`src/nsm_pkg.sv`:
```
// Shared types and constants for the NFA set-simulation matcher.
package nsm_pkg;

	localparam int STATE_COUNT_DEF = 32;
	localparam int MAX_EDGES_DEF   = 128;
	localparam int STATE_W         = 5;
	localparam int SYM_W           = 8;
	localparam int CMD_W           = 3;

	typedef enum logic [CMD_W-1:0] {
		CMD_CLEAR  = 3'd0,
		CMD_APPEND = 3'd1,
		CMD_BEGIN  = 3'd2,
		CMD_SYMBOL = 3'd3,
		CMD_FINISH = 3'd4
	} cmd_t;

	typedef enum logic [1:0] {
		ST_IDLE,
		ST_SYM,
		ST_EPS,
		ST_DONE
	} state_t;

	typedef enum logic {
		REG_START  = 1'b0,
		REG_ACCEPT = 1'b1
	} reg_idx_t;

	typedef struct packed {
		logic [SYM_W-1:0]   label;
		logic [STATE_W-1:0] dst;
		logic [STATE_W-1:0] src;
	} edge_t;

	typedef struct packed {
		logic init_start;
		logic init_zero;
		logic clr_changed;
		logic apply;
		logic eps;
	} set_ctrl_t;

endpackage

```
`src/nsm_edge_mem.sv`:
```
// Transition table memory with one write port and one registered read port.
module nsm_edge_mem #(
	parameter int MAX_EDGES = nsm_pkg::MAX_EDGES_DEF,
	parameter int AW        = (MAX_EDGES > 1) ? $clog2(MAX_EDGES) : 1
) (
	input  logic            clk,
	input  logic            arst_n,
	input  logic            we,
	input  logic [AW-1:0]   waddr,
	input  nsm_pkg::edge_t  wdata,
	input  logic            re,
	input  logic [AW-1:0]   raddr,
	output nsm_pkg::edge_t  rdata,
	output logic            rvld
);
	import nsm_pkg::*;

	edge_t mem [MAX_EDGES];
	edge_t rdata_s1;
	logic  rvld_s1;

	always_ff @(posedge clk) begin
		if (we) begin
			mem[waddr] <= wdata;
		end
		if (re) begin
			rdata_s1 <= mem[raddr];
		end
	end

	always_ff @(posedge clk or negedge arst_n) begin
		if (!arst_n) begin
			rvld_s1 <= 1'b0;
		end else begin
			rvld_s1 <= re;
		end
	end

	assign rdata = rdata_s1;
	assign rvld  = rvld_s1;

endmodule

```
`src/nsm_set_unit.sv`:
```
// Working state set and the shared edge evaluator applied one transition per cycle.
module nsm_set_unit #(
	parameter int STATE_COUNT = nsm_pkg::STATE_COUNT_DEF,
	parameter int SW          = (STATE_COUNT > 1) ? $clog2(STATE_COUNT) : 1
) (
	input  logic                           clk,
	input  logic                           arst_n,
	input  nsm_pkg::set_ctrl_t             ctrl,
	input  logic [nsm_pkg::STATE_W-1:0]    start_index,
	input  logic [nsm_pkg::SYM_W-1:0]      sym,
	input  logic [STATE_COUNT-1:0]         active,
	input  nsm_pkg::edge_t                 edge_in,
	output logic [STATE_COUNT-1:0]         work,
	output logic                           changed
);
	import nsm_pkg::*;

	logic [STATE_COUNT-1:0] work_q;
	logic                   changed_q;
	logic                   ok;
	logic                   start_ok;
	logic [SW-1:0]          src_i;
	logic [SW-1:0]          dst_i;
	logic [SW-1:0]          start_i;
	logic                   hit_sym;
	logic                   hit_eps;

	always_comb begin
		src_i    = SW'(edge_in.src);
		dst_i    = SW'(edge_in.dst);
		start_i  = SW'(start_index);
		ok       = (32'(edge_in.src) < STATE_COUNT) && (32'(edge_in.dst) < STATE_COUNT);
		start_ok = 32'(start_index) < STATE_COUNT;
		hit_sym  = !ctrl.eps && (edge_in.label == sym) && ok && active[src_i];
		hit_eps  = ctrl.eps && (edge_in.label == '0) && ok && work_q[src_i] && !work_q[dst_i];
	end

	always_ff @(posedge clk or negedge arst_n) begin
		if (!arst_n) begin
			work_q    <= '0;
			changed_q <= 1'b0;
		end else begin
			if (ctrl.init_start) begin
				work_q <= start_ok ? (STATE_COUNT'(1) << start_i) : '0;
			end else if (ctrl.init_zero) begin
				work_q <= '0;
			end else if (ctrl.apply && (hit_sym || hit_eps)) begin
				work_q[dst_i] <= 1'b1;
			end
			if (ctrl.clr_changed) begin
				changed_q <= 1'b0;
			end else if (ctrl.apply && hit_eps) begin
				changed_q <= 1'b1;
			end
		end
	end

	assign work    = work_q;
	assign changed = changed_q;

endmodule

```
`src/nfa_set_simulation_matcher.sv`:
```
// Top level: command sequencer, edge count, active set and result register.
//
//  channel  | dir | handshake           | payload
//  ---------+-----+---------------------+---------------------------------------
//  s_*      | in  | s_tvalid / s_tready | s_tdata: cmd, edge_source, edge_target, sym
//  m_*      | out | m_tvalid / m_tready | m_tdata: status, accepting, dead
//  cfg_*    | in  | cfg_we              | cfg_index, cfg_data
//
// Clear, append, finish and a symbol on an empty set go straight to the result.
// Begin and symbol walk the edge table once per pass, one edge per cycle through
// the registered read port; a symbol runs one labeled pass, then epsilon passes
// until one adds no state (begin runs only the epsilon passes). Reset clears the
// edge count, active set and registers at once; a result not taken holds the sequencer.
module nfa_set_simulation_matcher #(
	parameter int STATE_COUNT = nsm_pkg::STATE_COUNT_DEF,
	parameter int MAX_EDGES   = nsm_pkg::MAX_EDGES_DEF
) (
	input  logic        clk,
	input  logic        arst_n,
	input  logic        s_tvalid,
	output logic        s_tready,
	input  logic [23:0] s_tdata,   // cmd[2:0], edge_source[7:3], edge_target[12:8], sym[20:13]
	output logic        m_tvalid,
	input  logic        m_tready,
	output logic [7:0]  m_tdata,   // status[0], accepting[1], dead[2]
	input  logic        cfg_we,
	input  logic        cfg_index,
	input  logic [4:0]  cfg_data
);
	import nsm_pkg::*;

	localparam int AW = (MAX_EDGES > 1) ? $clog2(MAX_EDGES) : 1;
	localparam int CW = $clog2(MAX_EDGES + 1);
	localparam int SW = (STATE_COUNT > 1) ? $clog2(STATE_COUNT) : 1;

	state_t                 state_q, state_d;
	logic [CW-1:0]          count_q;
	logic [CW-1:0]          idx_q, idx_d;
	logic [STATE_COUNT-1:0] active_q;
	logic [STATE_W-1:0]     start_idx_q;
	logic [STATE_W-1:0]     accept_idx_q;
	logic [SYM_W-1:0]       sym_q;
	logic                   status_q;
	logic                   m_tvalid_q;
	logic [2:0]             m_data_q;

	cmd_t                   in_cmd;
	edge_t                  in_edge;
	logic                   in_xfer;
	logic                   full;
	logic                   mem_we;
	logic                   rd_en;
	logic                   pass_done;
	logic                   load_active;
	logic                   load_out;
	set_ctrl_t              ctrl;
	edge_t                  rd_edge;
	logic                   rd_vld;
	logic [STATE_COUNT-1:0] work;
	logic                   changed;
	logic                   acc_now;
	logic                   dead_now;

	assign in_cmd    = cmd_t'(s_tdata[2:0]);
	assign in_edge   = '{label: s_tdata[20:13], dst: s_tdata[12:8], src: s_tdata[7:3]};
	assign in_xfer   = s_tvalid && s_tready;
	assign full      = (count_q == CW'(MAX_EDGES));
	assign mem_we    = in_xfer && (in_cmd == CMD_APPEND) && !full;
	assign rd_en     = ((state_q == ST_SYM) || (state_q == ST_EPS)) && (idx_q < count_q);
	assign pass_done = !rd_en && !rd_vld;

	nsm_edge_mem #(
		.MAX_EDGES(MAX_EDGES),
		.AW       (AW)
	) u_mem (
		.clk   (clk),
		.arst_n(arst_n),
		.we    (mem_we),
		.waddr (count_q[AW-1:0]),
		.wdata (in_edge),
		.re    (rd_en),
		.raddr (idx_q[AW-1:0]),
		.rdata (rd_edge),
		.rvld  (rd_vld)
	);

	nsm_set_unit #(
		.STATE_COUNT(STATE_COUNT),
		.SW         (SW)
	) u_set (
		.clk        (clk),
		.arst_n     (arst_n),
		.ctrl       (ctrl),
		.start_index(start_idx_q),
		.sym        (sym_q),
		.active     (active_q),
		.edge_in    (rd_edge),
		.work       (work),
		.changed    (changed)
	);

	always_comb begin
		state_d     = state_q;
		idx_d       = idx_q;
		s_tready    = 1'b0;
		ctrl        = '0;
		load_active = 1'b0;
		load_out    = 1'b0;
		case (state_q)
			ST_IDLE: begin
				s_tready = 1'b1;
				if (s_tvalid) begin
					idx_d   = '0;
					state_d = ST_DONE;
					case (in_cmd)
						CMD_BEGIN: begin
							ctrl.init_start  = 1'b1;
							ctrl.clr_changed = 1'b1;
							state_d          = ST_EPS;
						end
						CMD_SYMBOL: begin
							if (|active_q) begin
								ctrl.init_zero = 1'b1;
								state_d        = ST_SYM;
							end
						end
						default: begin
							state_d = ST_DONE;
						end
					endcase
				end
			end
			ST_SYM: begin
				ctrl.apply = rd_vld;
				if (rd_en) begin
					idx_d = CW'(idx_q + 1'b1);
				end
				if (pass_done) begin
					idx_d            = '0;
					ctrl.clr_changed = 1'b1;
					state_d          = ST_EPS;
				end
			end
			ST_EPS: begin
				ctrl.eps   = 1'b1;
				ctrl.apply = rd_vld;
				if (rd_en) begin
					idx_d = CW'(idx_q + 1'b1);
				end
				if (pass_done) begin
					if (changed) begin
						idx_d            = '0;
						ctrl.clr_changed = 1'b1;
					end else begin
						load_active = 1'b1;
						state_d     = ST_DONE;
					end
				end
			end
			ST_DONE: begin
				if (!m_tvalid_q || m_tready) begin
					load_out = 1'b1;
					state_d  = ST_IDLE;
				end
			end
			default: begin
				state_d = ST_IDLE;
			end
		endcase
	end

	always_ff @(posedge clk or negedge arst_n) begin
		if (!arst_n) begin
			state_q <= ST_IDLE;
			idx_q   <= '0;
		end else begin
			state_q <= state_d;
			idx_q   <= idx_d;
		end
	end

	always_ff @(posedge clk or negedge arst_n) begin
		if (!arst_n) begin
			count_q      <= '0;
			active_q     <= '0;
			start_idx_q  <= '0;
			accept_idx_q <= '0;
			status_q     <= 1'b0;
		end else begin
			if (cfg_we) begin
				case (reg_idx_t'(cfg_index))
					REG_START:  start_idx_q  <= cfg_data;
					REG_ACCEPT: accept_idx_q <= cfg_data;
					default:    start_idx_q  <= start_idx_q;
				endcase
			end
			if (in_xfer) begin
				status_q <= (in_cmd == CMD_APPEND) && full;
				if (in_cmd == CMD_CLEAR) begin
					count_q <= '0;
				end else if (mem_we) begin
					count_q <= CW'(count_q + 1'b1);
				end
			end
			if (load_active) begin
				active_q <= work;
			end
		end
	end

	always_ff @(posedge clk) begin
		if (in_xfer) begin
			sym_q <= s_tdata[20:13];
		end
	end

	assign acc_now  = (32'(accept_idx_q) < STATE_COUNT) && active_q[SW'(accept_idx_q)];
	assign dead_now = !(|active_q);

	always_ff @(posedge clk or negedge arst_n) begin
		if (!arst_n) begin
			m_tvalid_q <= 1'b0;
			m_data_q   <= '0;
		end else begin
			if (load_out) begin
				m_tvalid_q <= 1'b1;
				m_data_q   <= {dead_now, acc_now, status_q};
			end else if (m_tready) begin
				m_tvalid_q <= 1'b0;
			end
		end
	end

	assign m_tvalid = m_tvalid_q;
	assign m_tdata  = {5'b0, m_data_q};

	a_count_bound: assert property (@(posedge clk) disable iff (!arst_n)
		count_q <= CW'(MAX_EDGES))
		else $error("edge count beyond table depth");

	a_append_grows: assert property (@(posedge clk) disable iff (!arst_n)
		mem_we |=> (count_q == CW'($past(count_q) + 1'b1)))
		else $error("append did not advance edge count");

	a_dead_not_acc: assert property (@(posedge clk) disable iff (!arst_n)
		m_tvalid_q && m_data_q[2] |-> !m_data_q[1])
		else $error("result both dead and accepting");

	a_read_in_pass: assert property (@(posedge clk) disable iff (!arst_n)
		rd_vld |-> (state_q == ST_SYM || state_q == ST_EPS))
		else $error("table read outside a pass");

	a_idle_ready: assert property (@(posedge clk) disable iff (!arst_n)
		in_xfer |=> (state_q != ST_IDLE))
		else $error("transfer accepted without starting work");

endmodule
```
`config.mk`:
```
export PLATFORM = sky130hd
export DESIGN_NAME = nfa_set_simulation_matcher
export DESIGN_NICKNAME = d
export VERILOG_FILES = /design/src/nsm_pkg.sv /design/src/nsm_edge_mem.sv /design/src/nsm_set_unit.sv /design/src/nfa_set_simulation_matcher.sv
export SDC_FILE = /design/constraint.sdc
export NUM_CORES = 2
export LEC_CHECK = 0
export BUFFER_PORTS_ARGS = -buffer_cell sky130_fd_sc_hd__buf_4
export CORE_UTILIZATION = 63
export CTS_CLUSTER_DIAMETER = 60
export DETAILED_ROUTE_END_ITERATION = 8
export GPL_ROUTABILITY_DRIVEN = 0
export PLACE_DENSITY_LB_ADDON = 0.25
export SYNTH_ARGS = -nofsm -noshare
export SYNTH_HDL_FRONTEND = slang
export SYNTH_SLANG_ARGS = --single-unit
```
`constraint.sdc`:
```
create_clock -name clk -period 3.95 [get_ports clk]
set_input_delay 0.395 -clock clk [delete_from_list [all_inputs] [get_ports clk]]
set_output_delay 0.395 -clock clk [all_outputs]
set_load 0.05 [all_outputs]
```
# After elaboration in Yosys (flattened, before gate mapping)

Memories as Yosys holds them, arrays and structs flattened. A register that Yosys moved wholly into a read port is not among the register bits.
Cells that the tools add are included.

Order comparisons: 5
Shift operators: 1
Add/subtract/negate cells: 2
Bitwise gates (word level): 2
Reduce and logical (&&, ||, !) cells: 39
Equal/unequal tests: 13
Muxes and demuxes: 52

Operators by type and width:

| operator                                                                      | number |
|---|---|
| 32-bit 2-to-1 mux                                                             | 3 |
| 8-bit 2-to-1 mux                                                              | 7 |
| 32-bit bitwise OR                                                             | 1 |
| 32-bit OR reduction                                                           | 1 |
| 1-bit by 5-bit << shifter with 32-bit output (first input constant)           | 1 |
| 1-bit 2-to-1 mux                                                              | 25 |
| 8-bit one-hot mux with 3 select lines                                         | 1 |
| 1-bit binary-select mux with 5-bit select                                     | 4 |
| 5-bit by 6-bit less-than comparator with 1-bit output (second input constant) | 3 |
| 8-bit by 1-bit adder with 8-bit output (second input constant)                | 2 |
| 1-bit logical AND                                                             | 14 |
| 2-bit 2-to-1 mux                                                              | 7 |
| 2-bit inequality test (second input constant)                                 | 5 |
| 8-bit equality test                                                           | 1 |
| 8-bit equality test (second input constant)                                   | 1 |
| 8-bit zero test                                                               | 1 |
| 8-bit less-than comparator                                                    | 1 |
| 2-bit one-hot mux with 4 select lines                                         | 1 |
| 2-bit AND reduction                                                           | 4 |
| 1-bit zero test                                                               | 7 |
| 3-bit by 2-bit equality test with 1-bit output (second input constant)        | 2 |
| 2-bit nonzero test                                                            | 3 |
| 3-bit nonzero test                                                            | 2 |
| 1-bit demux with 5-bit select                                                 | 1 |
| other kinds (13)                                                              | 16 |

Bits in registers: 107
Word-level logic and storage cells: 128
Memory bits (writable): 2304
Memories kept: 1
Output and inout port bits: 10
Input bits: 35

Memory list:

| memory    | words | width | rd ports | clocked after Yosys merged registers in | write ports | RTL line           | RTL |
|---|---|---|---|---|---|---|---|
| u_mem.mem | 128   | 18    | 1        | 1                                       | 1           | nsm_edge_mem.sv:18 | `edge_t mem [MAX_EDGES];` |

# Depth between registers and ports, before layout

Depth in word-level cells: 10
Mapped depth: 12
Depth with buffers taken out: 8

# By module

From an unflattened synthesis, not the netlist that was laid out.

Cell total of the unflattened synthesis: 4038
Area, all modules: 94958.6 um^2

Modules (own cells, without submodules):

| module                     | instances | area each (um^2) | seq. area each (um^2) | cells each |
|---|---|---|---|---|
| nsm_edge_mem               | 1         | 88452.3          | 69751.9               | 3450 |
| nfa_set_simulation_matcher | 1         | 3711.1           | 1866.8                | 300 |
| nsm_set_unit               | 1         | 2795.2           | 825.8                 | 288 |

# Worst setup path before layout

No wires, ideal clock.

Path kind: register to register
Start: register state_q[0]
End: memory u_mem.mem[91][0] (netlist name) (enable)
Setup time: 0.393 ns
Clock period less this slack: 3.625 ns
Cell stages (with the launch flop): 10
Data arrival time: 3.232 ns
Path slack: 0.325 ns
Data required time: 3.557 ns
Path buffers: 1
Cell sequence: dfrtp_1 > inv_1 > ha_1 > nand2_1 > nor3_1 > nand2_1 > nor3b_1 > nand3_1 > clkbuf_1 > nor2_1

Longest elaborated chain between the ends: 7

Ends and longest elaborated chain:

| item                                   | RTL line                          | RTL |
|---|---|---|
| start: declaration                     | nfa_set_simulation_matcher.sv:36  | `state_t state_q, state_d;` |
| start signal: assignment               | nfa_set_simulation_matcher.sv:177 | `state_q <= state_d;` |
| 2-bit zero test                        | nfa_set_simulation_matcher.sv:109 | `case (state_q)` |
| 1-bit 2-to-1 mux                       | nfa_set_simulation_matcher.sv:109 |  |
| via s_tready                           | nfa_set_simulation_matcher.sv:21  | `output logic s_tready,` |
| 1-bit logical AND                      | nfa_set_simulation_matcher.sv:66  | `assign in_xfer = s_tvalid && s_tready;` |
| 1-bit logical AND (2 in a row)         | nfa_set_simulation_matcher.sv:68  | `assign mem_we = in_xfer && (in_cmd == CMD_APPEND) && !full;` |
| 1-bit 2-to-1 mux                       | nsm_edge_mem.sv:23                | `if (we) begin` |
| 1-bit 2-to-1 mux (not written as such) | nsm_edge_mem.sv:24                | `mem[waddr] <= wdata;` |
| end: declaration                       | nsm_edge_mem.sv:18                |  |

The timed path passes the listed nets, and every way through them passes these cells.

# Worst setup path after layout

Start: register idx_q[0]
End: register u_mem.rdata[13] (netlist name)

Longest elaborated chain between the ends: 2

Ends and longest elaborated chain:

| item                       | RTL line                          | RTL |
|---|---|---|
| start: declaration         | nfa_set_simulation_matcher.sv:38  | `logic [CW-1:0] idx_q, idx_d;` |
| start signal: assignment   | nfa_set_simulation_matcher.sv:178 | `idx_q <= idx_d;` |
| 8-bit less-than comparator | nfa_set_simulation_matcher.sv:69  | `assign rd_en = ((state_q == ST_SYM) \|\| (state_q == ST_EPS)) && (idx_q < count_q);` |
| 1-bit logical AND          | nfa_set_simulation_matcher.sv:69  |  |

Parallel ways exist; a longest one is shown, timed or not.
A chain may end at the register's enable or synchronous reset.

==> flow_results.xml <==
<?xml version="1.0" encoding="UTF-8"?>
<metrics>
  <group name="sta">
    <metric name="hold_viol" unit="">0</metric>
    <metric name="setup-violations-final" unit="">0</metric>
    <metric name="layout_setup_ws" unit="ps">260</metric>
    <metric name="setup_total_negative_slack" unit="ps">0</metric>
    <metric name="worst_pin_slew" unit="ps">1270</metric>
    <metric name="fmax" unit="GHz">0.271</metric>
    <metric name="post-route-period-util" unit="%">93.4</metric>
    <metric name="finalWorstPathRequiredPeriod" unit="ps">3690</metric>
    <metric name="max_slew_margin" unit="%">15.2</metric>
    <metric name="rsz0062_at_grt" unit="">false</metric>
    <metric name="finalMaxSlewViolations" unit="">0</metric>
    <metric name="fin_worst_skew" unit="ps">33.2</metric>
  </group>
  <group name="power_and_ir_drop">
    <metric name="comb_power_share" unit="%">16.7</metric>
    <metric name="switching_share_of_power" unit="%">25.7</metric>
    <metric name="totalPowerFinal" unit="W">0.0609</metric>
    <metric name="p_int" unit="W">0.0452</metric>
    <metric name="p_switching" unit="W">0.0156</metric>
    <metric name="pwr-share-clk" unit="%">35.3</metric>
    <metric name="ir_drop" unit="V">0.000437</metric>
    <metric name="power.density_cell_area" unit="nW/um^2">567</metric>
    <metric name="power.sequential.fraction" unit="%">48.1</metric>
    <metric name="power.static_leakage" unit="nW">33.8</metric>
  </group>
  <group name="grt">
    <metric name="grt_first_pass_wirelength" unit="um">340000</metric>
    <metric name="gr-total-overflow" unit="">0</metric>
    <metric name="grtUsageTotal" unit="%">31.5</metric>
    <metric name="grt_antenna_before_repair" unit="">6</metric>
    <metric name="number_of_global_route_vias_before_repair" unit="">49100</metric>
    <metric name="largest_net_degree_at_the_start_of_global_routing" unit="">130</metric>
  </group>
  <group name="drt">
    <metric name="first_pass_iteration_count_of_the_detailed_router" unit="">6</metric>
    <metric name="dr_total_vias" unit="">49100</metric>
    <metric name="drt-wirelength-per-cell" unit="um">33.2</metric>
    <metric name="route.layer.met1.wl" unit="um">87300</metric>
    <metric name="detail_route.vias_per_cell" unit="">6.90</metric>
    <metric name="first_iter_violations" unit="">6995</metric>
    <metric name="wl_met2" unit="um">113000</metric>
    <metric name="dr.max_layer_used" unit="">met5</metric>
    <metric name="drt-total-wl" unit="um">237000</metric>
    <metric name="drc_errors" unit="">0</metric>
    <metric name="remaining_antenna_violation_count_after_routing" unit="">0</metric>
    <metric name="met3RoutedLength" unit="um">26700</metric>
  </group>
  <group name="floorplan">
    <metric name="floorplan.die_area" unit="sq um">153000</metric>
    <metric name="die-width" unit="um">391</metric>
    <metric name="fp-row-count" unit="">142</metric>
    <metric name="initial_utilization" unit="%">63.5</metric>
    <metric name="floorplan.core_area" unit="sq um">150000</metric>
    <metric name="die-height" unit="um">391</metric>
    <metric name="io_pins" unit="">45</metric>
  </group>
  <group name="clock_tree">
    <metric name="clk_sinks" unit="">2429</metric>
    <metric name="cts_max_path_buffers" unit="">3</metric>
    <metric name="cts.reportedPaths.clkPinSlew" unit="ps">70</metric>
    <metric name="cts_resized" unit="">0</metric>
    <metric name="clk_latency" unit="ps">860</metric>
    <metric name="ctsHtreeMaxLevel" unit="">4</metric>
    <metric name="cts_buffers" unit="">226</metric>
    <metric name="cts_tree" unit="">done</metric>
    <metric name="cts_root_buffer" unit="">clkbuf_16</metric>
  </group>
  <group name="setup_path">
    <metric name="cp_data_required_time" unit="ps">4550</metric>
    <metric name="criticalPathCategory" unit="">reg -&gt; reg</metric>
    <metric name="worstSetupEndpointType" unit="">register</metric>
    <metric name="worst-path-stages" unit="">7</metric>
    <metric name="critical-path-max-stage-delay" unit="ps">950</metric>
    <metric name="setup.reg_to_reg.worst_slack" unit="ps">260</metric>
    <metric name="r2r-start" unit="">idx_q[0]</metric>
    <metric name="start_kind" unit="">register</metric>
    <metric name="critPathSlowestCell" unit="">dfrtp_4</metric>
    <metric name="rr_endpoint" unit="">u_mem.rdata[13]</metric>
    <metric name="crit_path_start" unit="">idx_q[0]</metric>
    <metric name="crit_buf_inv" unit="">2</metric>
    <metric name="ordered_cell_list_for_the_critical_path" unit="">buf_12 -&gt; buf_12 -&gt; mux4_2 -&gt; a22oi_1 -&gt; nand2_1 -&gt; o22a_1 -&gt; mux4_2</metric>
    <metric name="critical_path_arrival" unit="ps">4290</metric>
    <metric name="cp_top_family" unit="">multiplexers</metric>
    <metric name="worst_setup_path_end" unit="">u_mem.rdata[13]</metric>
    <metric name="r2r.worst_path.cells" unit="">7</metric>
    <metric name="critical_path.max_fanout" unit="">26</metric>
  </group>
  <group name="logic_synthesis">
    <metric name="syn-mean-instance-area" unit="sq um">20.9</metric>
    <metric name="netlist_area" unit="sq um">95100</metric>
    <metric name="synth_compound_gate_area_share" unit="%">3.58</metric>
    <metric name="synth-simple-area-share" unit="%">2.43</metric>
    <metric name="synth_seq_area_share" unit="%">76.2</metric>
    <metric name="post_synth_main_area_contributors" unit="">edfxtp_1 (74%), mux4_2 (14%), dfrtp_1 (2.6%)</metric>
    <metric name="yosysTopAreaCell" unit="">edfxtp_1</metric>
    <metric name="synth_largest_type_area_fraction" unit="%">73.6</metric>
    <metric name="dominantRegCellSynth" unit="">edfxtp_1</metric>
    <metric name="share_of_synthesized_area_spent_on_multiplexers" unit="%">16.0</metric>
    <metric name="synth_top_family_by_area" unit="">multiplexers</metric>
    <metric name="yosysMostFrequentCell" unit="">edfxtp_1</metric>
    <metric name="parity_gate_share_of_the_synthesized_area_counting_xor_and_xnor_cells" unit="%">0.111</metric>
    <metric name="yosysWarningCount" unit="">0</metric>
    <metric name="ys_top_cells_by_count" unit="">edfxtp_1 (2,330), mux4_2 (586), nor2_1 (264)</metric>
    <metric name="post_synthesis_async_set_or_reset_flop_share" unit="%">4.08</metric>
    <metric name="postSynthCellCount" unit="">4559</metric>
    <metric name="area_share_of_fa_ha_maj_cells_after_synthesis" unit="%">0.197</metric>
    <metric name="number_of_enable_type_register_cells_in_the_synthesized_netlist" unit="">2330</metric>
    <metric name="post_synth_num_cell_types" unit="">62</metric>
    <metric name="postSynthRegisterBits" unit="">2429</metric>
  </group>
  <group name="placed_design">
    <metric name="dpl-instance-area" unit="sq um">99900</metric>
    <metric name="io_buffers" unit="">36</metric>
    <metric name="dp_hpwl" unit="um">139000</metric>
    <metric name="detailedPlace.worstSlack" unit="ps">338</metric>
  </group>
  <group name="min_path">
    <metric name="worstHoldStart" unit="">s_tvalid</metric>
    <metric name="timing.hold.worst.class" unit="">in -&gt; reg</metric>
  </group>
  <group name="cells_and_area">
    <metric name="nNetsFinal" unit="">4964</metric>
    <metric name="postLayoutCellArea" unit="sq um">107000</metric>
    <metric name="area_growth" unit="%">12.9</metric>
    <metric name="drive_above_1_share" unit="%">28.0</metric>
  </group>
  <group name="run_status">
    <metric name="run_status" unit="">completed</metric>
  </group>
  <group name="run">
    <metric name="maxCapViolations" unit="">0</metric>
  </group>
</metrics>
[cell type report]
type	instances	area (sq um)
flip-flops and latches	2429	72500
fillers	8402	42400
multi-input cells	1843	21500
clock buffers	276	6000
repair buffers	391	3520
well taps	2016	2520
clock inverters	142	1290
inverters	23	88.8
diodes	3	7.51
[power by group through the flow]
stage | clock network [W] | logic [W] | registers [W]
2_1_floorplan | 0 | 0.00673 | 0.0293
3_3_place_gp | 0 | 0.00985 | 0.0298
3_5_place_dp | 0 | 0.00998 | 0.0298
4_1_cts | 0.0216 | 0.0101 | 0.0292
5_1_grt | 0.0226 | 0.0106 | 0.0293
6_report | 0.0215 | 0.0101 | 0.0293
[kinds of logic after synthesis]
kind of cell	after synthesis
adder cells (fa/ha/maj)	15
AO/OA/AOI/OAI	494
XOR/XNOR	12
other	1
multiplexers	786
flip-flops	2429
AND/OR/NAND/NOR	531
buffers and inverters	291
[placed cells by master (no fill, tap or decap), types with 48 or more instances in the layout]
cell type / count
a221oi_1: 52
edfxtp_1: 2330
nor2_2: 70
clkbuf_16: 231
mux4_2: 586
clkinv_1: 55
o22ai_1: 59
mux2_2: 50
mux2i_1: 150
clkinv_2: 48
o21ai_0: 151
buf_4: 331
a22oi_1: 59
o22a_1: 55
nand2_1: 127
nor2_1: 194
dfrtp_1: 95
[state kept, by name, summed over array words and instances, names as in the netlist]
| register | flops |
|---|---|
| accept_idx_q | 5 |
| sym_q | 8 |
| u_mem.mem | 2304 |
| u_mem.rdata | 18 |
| active_q | 32 |
| state_q | 2 |
| m_tvalid | 1 |
| count_q | 8 |
| u_set.work | 32 |
| m_data_q | 3 |
| u_mem.rvld | 1 |
| start_idx_q | 5 |
| status_q | 1 |
| idx_q | 8 |
| u_set.changed | 1 |
[metrics by stage]
stage	utilization (%)	hold WS, ps	cells
after detailed placement	66.7	482	6685
after global routing	71.7	100	7120
after global placement	66.7	465	6685
final	71.7	80.6	7123
after CTS	71.7	41.5	7120
after floorplan	-	99.4	4563
[worst register-to-register path, stage by stage, from the launching register on]
cell and delay [ps]:
dfrtp_4 950, buf_12 330, buf_12 190, mux4_2 520, a22oi_1 510, nand2_1 190
o22a_1 260, mux4_2 480
[how the worst min path moves through the flow]
| stage | cells past startpoint | end | slack, ps |
|---|---|---|---|
| 3_3_place_gp | 2 | m_data_q[1] | 460 |
| 2_1_floorplan | 0 | accept_idx_q[0] | 100 |
| 4_1_cts | 5 | state_q[0] | 40 |
| 5_1_grt | 5 | state_q[0] | 100 |
| 3_5_place_dp | 2 | m_data_q[1] | 480 |
| 6_report | 5 | state_q[0] | 80 |
[repair_timing]
item / CTS / global route
setup buffers: 0 / 0
hold buffers: 17 / 0
endpoints found under the hold margin: 105 / 0
[routing by layer]
metal / track usage (%) / up-vias
li1: - / 19700
met1: 45.1 / 25600
met2: 48.7 / 3287
met3: 6.12 / 523
met4: 12.8 / 2
met5: 0 / -
(Power assumes the default switching activity.)
